===== src/rtl/ecms_ram.sv =====
// ----------------------------------------------------------------------------
// ecms_ram
// Generic single-clock RAM: one write port, one read port, registered read.
// ----------------------------------------------------------------------------
module ecms_ram #(
    parameter int WIDTH = 8,
    parameter int DEPTH = 16
) (
    input  logic                                   clk,
    input  logic                                   wr_en,
    input  logic [((DEPTH > 1) ? $clog2(DEPTH) : 1)-1:0] wr_addr,
    input  logic [WIDTH-1:0]                       wr_data,
    input  logic                                   rd_en,
    input  logic [((DEPTH > 1) ? $clog2(DEPTH) : 1)-1:0] rd_addr,
    output logic [WIDTH-1:0]                       rd_data
);

    logic [WIDTH-1:0] mem [DEPTH];
    logic [WIDTH-1:0] rd_data_reg;

    always_ff @(posedge clk)
    begin
        if (wr_en)
        begin
            mem[wr_addr] <= wr_data;
        end
        if (rd_en)
        begin
            rd_data_reg <= mem[rd_addr];
        end
    end

    assign rd_data = rd_data_reg;

endmodule


===== config.mk =====
export PLATFORM = sky130hd
export DESIGN_NAME = ecms_ram
export DESIGN_NICKNAME = d
export VERILOG_FILES = /design/src/rtl/ecms_ram.sv
export SDC_FILE = /design/constraint.sdc
export NUM_CORES = 1
export LEC_CHECK = 0
export ABC_AREA = 1
export BUFFER_PORTS_ARGS = -buffer_cell sky130_fd_sc_hd__buf_2
export CORE_MARGIN = 8
export CORE_UTILIZATION = 33
export CTS_BUF_LIST = sky130_fd_sc_hd__clkbuf_2
export CTS_CLUSTER_DIAMETER = 50
export DETAILED_ROUTE_END_ITERATION = 12
export PLACE_DENSITY = 0.47
export SYNTH_ARGS = -nofsm -noshare
export SYNTH_HDL_FRONTEND = slang
export SYNTH_SLANG_ARGS = --single-unit

===== constraint.sdc =====
create_clock -name clk -period 1.36 [get_ports clk]
set_clock_uncertainty 0.2 [all_clocks]
set_input_delay 0.204 -clock clk [delete_from_list [all_inputs] [get_ports clk]]
set_output_delay 0.204 -clock clk [all_outputs]
set_load 0.005 [all_outputs]

=== Yosys cells after proc, flatten, opt, wreduce, memory -nomap -nowiden ===
Memories as Yosys holds them, arrays and structs flattened. A register that Yosys moved wholly into a read port is not among the register bits.
Index checks and enable logic that the tools add are counted.

* Output and inout port bits: 8
* Bits of input ports: 19
* Register bits: 0
* Word-level logic and storage cells: 3
* Bits in writable memories: 128
* Memories: 1

{| class="wikitable"
|+ Memory list
! memory !! words !! width !! rd ports !! clocked after Yosys merged registers in !! wr ports !! RTL line !! RTL
|-
| mem || 16 || 8 || 1 || 1 || 1 || 18 || <nowiki>logic [WIDTH-1:0] mem [DEPTH];</nowiki>
|}

* Multiplexer cells: 2

{| class="wikitable"
|+ Operators by type and width
! cell !! count
|-
| $mux 1 || 2
|}

=== Longest topological paths before layout ===
* Word-level depth: 2
* Depth in mapped cells: 8
* Depth with buffers taken out: 7

=== Worst setup path after synthesis ===
Ideal clock, no wire load.

* Kind: input to register
* Start: input port wr_addr[3] in the netlist's numbering
* End: memory mem[4][0], enable pin
* Required time: 0.790 ns
* Setup slack: 0.005 ns
* Stages: 2
* Buffers on the path: 0
* Setup time: 0.370 ns
* Arrival time: 0.785 ns
* Cells stage by stage: nand3b_1 nor2_1

{| class="wikitable"
|+ RTL lines
! element !! RTL line !! RTL
|-
| start: declaration || 11 || <nowiki>input logic [((DEPTH > 1) ? $clog2(DEPTH) : 1)-1:0] wr_addr,</nowiki>
|-
| end: declaration || 18 ||
|}

Straight into the memory's write port.

=== Final worst setup path ===
* Start: register rd_data_reg[2], in the netlist rd_data[2], read port of mem
* End: output port rd_data[2]

{| class="wikitable"
|+ RTL lines
! element !! RTL line !! RTL
|-
| start: declaration || 19 || <nowiki>logic [WIDTH-1:0] rd_data_reg;</nowiki>
|-
| end: declaration || 15 || <nowiki>output logic [WIDTH-1:0] rd_data</nowiki>
|}

No word-level cell between the ends.

==> flow_metrics.env <==
export IMPL_outcome="complete, but fails checks"
export IMPL_failed_checks="negative setup slack"
export IMPL_relSlewSlack_pct=68.80
export IMPL_cp_top_family="flip-flops"
export IMPL_initial_utilization_pct=33.80
export IMPL_grt_pass1_wl_mm=22.65
export IMPL_end_kind="output port"
export IMPL_drc=0
export IMPL_crit_type="reg -> out"
export IMPL_power_density_nw_per_um2=1078
export IMPL_grt_overflow=0
export IMPL_place_congestion=0.7948
export IMPL_r2r_setup_slack_ns=0.06
export IMPL_viasPerCell=4.512
export IMPL_die_h_um=149.1
export IMPL_vias=3885
export IMPL_firstDrtPassIters=5
export IMPL_drive_above_1_share_pct=17.64
export IMPL_fmax_ghz=0.5977
export IMPL_min_period_ns=1.673
export IMPL_clk_path_buf_depth=2
export IMPL_cts_buffers_inserted=17
export IMPL_grt_pass1_vias=3783
export IMPL_dieArea_sq_um=22230
export IMPL_fin_setup_tns_ns=-2.220
export IMPL_critPathMaxFanout=1
export IMPL_hp_start="rd_addr[0]"
export IMPL_cts_tree="done"
export IMPL_layout_nets=645
export IMPL_drtIter0Drc=285
export IMPL_ys_seq_area_share_pct=69.85
export IMPL_synthDistinctLibCells=11
export IMPL_core_area_sq_um=17300
export IMPL_synth_cells=551
export IMPL_place_inst=815
export IMPL_syn_area_sq_um=5847
export IMPL_wire_per_inst_um=17.10
export IMPL_finalPower_mw=7.449
export IMPL_maxCapViolations=0
export IMPL_hold_viol_final=0
export IMPL_worstPathCellList="buf_2"
export IMPL_period_share_pct=123.0
export IMPL_largest_register_ffs=128
export IMPL_worstReg2RegEnd="rd_data[0]"
export IMPL_irDropWorstVdd_v=0.0003968
export IMPL_wl_mm=14.73
export IMPL_syn_nets=570
export IMPL_worstPathArrival_ns=1.27
export IMPL_port_buffers=26
export IMPL_yosys_warnings=0
export IMPL_cts_sinks=136
export IMPL_post_cts_buffers=0
export IMPL_grt_max_degree=48
export IMPL_hold_ws_ns=0.1118
export IMPL_rsz0062_at_grt="true"
export IMPL_cp_slowest_cell="edfxtp_1"
export IMPL_max_stage_delay_ns=0.44
export IMPL_synth_area_per_cell_sq_um=10.61
export IMPL_clock_latency_ns=0.69
export IMPL_area_growth_pct=18.15
export IMPL_place_ws_ns=-0.2693
export IMPL_min_to="rd_data[3]"
export IMPL_cp_num_buf_inv=1
export IMPL_pin_count=27
export IMPL_crit_required_ns=0.96
export IMPL_rows=48
export IMPL_p_leak_nw=2.990
export IMPL_nFillCells=1718
export IMPL_clk_transition_reported_paths_ns=0.18
export IMPL_fin_cells=861
export IMPL_finalSetupViolCount=8
export IMPL_grt_antenna_before_repair=1
export IMPL_crit_path_start_kind="flop"
export IMPL_tightest_slew_ns=0.4680
export IMPL_worst_hold_path_type="in -> reg"
export IMPL_fp_dieW_um=149.1
export IMPL_whs_path_depth=8
export IMPL_utilization_pct=39.94
export IMPL_fin_area_sq_um=6908
export IMPL_worst_slack_ns=-0.3129
export IMPL_ant_nets=0
export IMPL_root_buffer="clkbuf_2"
export IMPL_grt_util_all_layers_pct=14.00
export IMPL_cts_max_level=4
export IMPL_placed_area_sq_um=6482
export IMPL_r2r_cells=6
export IMPL_dp_hpwl_mm=9.677
export IMPL_yosys_register_bits=136
export IMPL_slew_viol_final=0
export IMPL_timing_rr_start="mem[5][0]"
==> worst max-delay path by stage <==
stage | depth (start not counted) | start | slack, ns | to
5_1_grt | 1 | rd_data[3] | -0.44 | rd_data[3]
3_5_place_dp | 9 | rd_addr[0] | -0.27 | rd_data[2]
2_1_floorplan | 2 | wr_addr[3] | 0.005 | mem[4][0]
3_3_place_gp | 8 | rd_addr[0] | -0.28 | rd_data[6]
6_report | 1 | rd_data[2] | -0.31 | rd_data[2]
4_1_cts | 1 | rd_data[2] | -0.40 | rd_data[2]
==> cells in the final DEF (no fill, tap or decap), drive strengths merged <==
cell type,synthesis,layout
diode,0,1
inv,102,102
buf,24,63
nand3,97,97
clkbuf,0,22
edfxtp,136,136
nand3b,2,2
nand2,173,173
clkinv,0,5
dlygate4sd3,0,17
bufinv,0,1
nor2,17,17
==> power breakdown <==
group | switching (mW) | internal [mW]
Combinational | 0.450 | 0.261
Clock | 1.36 | 0.641
Sequential | 0.0249 | 4.72
==> logic make-up after synthesis <==
logic type,synth area share [%]
buffers and inverters,9.394
AND/OR/NAND/NOR,20.76
flip-flops,69.85
==> Yosys cell counts (all sizes together) <==
library cell | instances | area [sq um]
nand2 | 173 | 649.4
edfxtp | 136 | 4084
inv | 102 | 382.9
nand3 | 97 | 485.5
buf | 24 | 166.4
nor2 | 17 | 63.81
nand3b | 2 | 15.01
==> layer usage <==
layer	share of wire [%]	up-vias	GRT usage, %
li1	-	1930	-
met1	48	1863	18.79
met2	47	77	21.76
met3	3.2	15	3.034
met4	1.5	0	5.250
met5	0	-	0
==> timing repair <==
action / 4_1_cts / 5_1_grt
cloned: 0 / 0
gates resized for setup: 3 / 16
pin swaps: 0 / 4
hold buffers: 17 / 0
hold endpoints to repair: 272 / 0
endpoints found under the setup margin: 10 / 15
==> layout make-up <==
| class | count | area (sq um) | share of cell area (%) |
|---|---|---|---|
| diodes | 1 | 2.502 | 0.03623 |
| repair buffers | 80 | 690.7 | 9.998 |
| well taps | 225 | 281.5 | 4.075 |
| flip-flops and latches | 136 | 4084 | 59.12 |
| inverters | 102 | 382.9 | 5.542 |
| multi-input cells | 289 | 1301 | 18.84 |
| clock buffers | 22 | 110.1 | 1.594 |
| clock inverters | 6 | 55.05 | 0.7970 |
No activity file was read; power rests on OpenSTA's default activity.
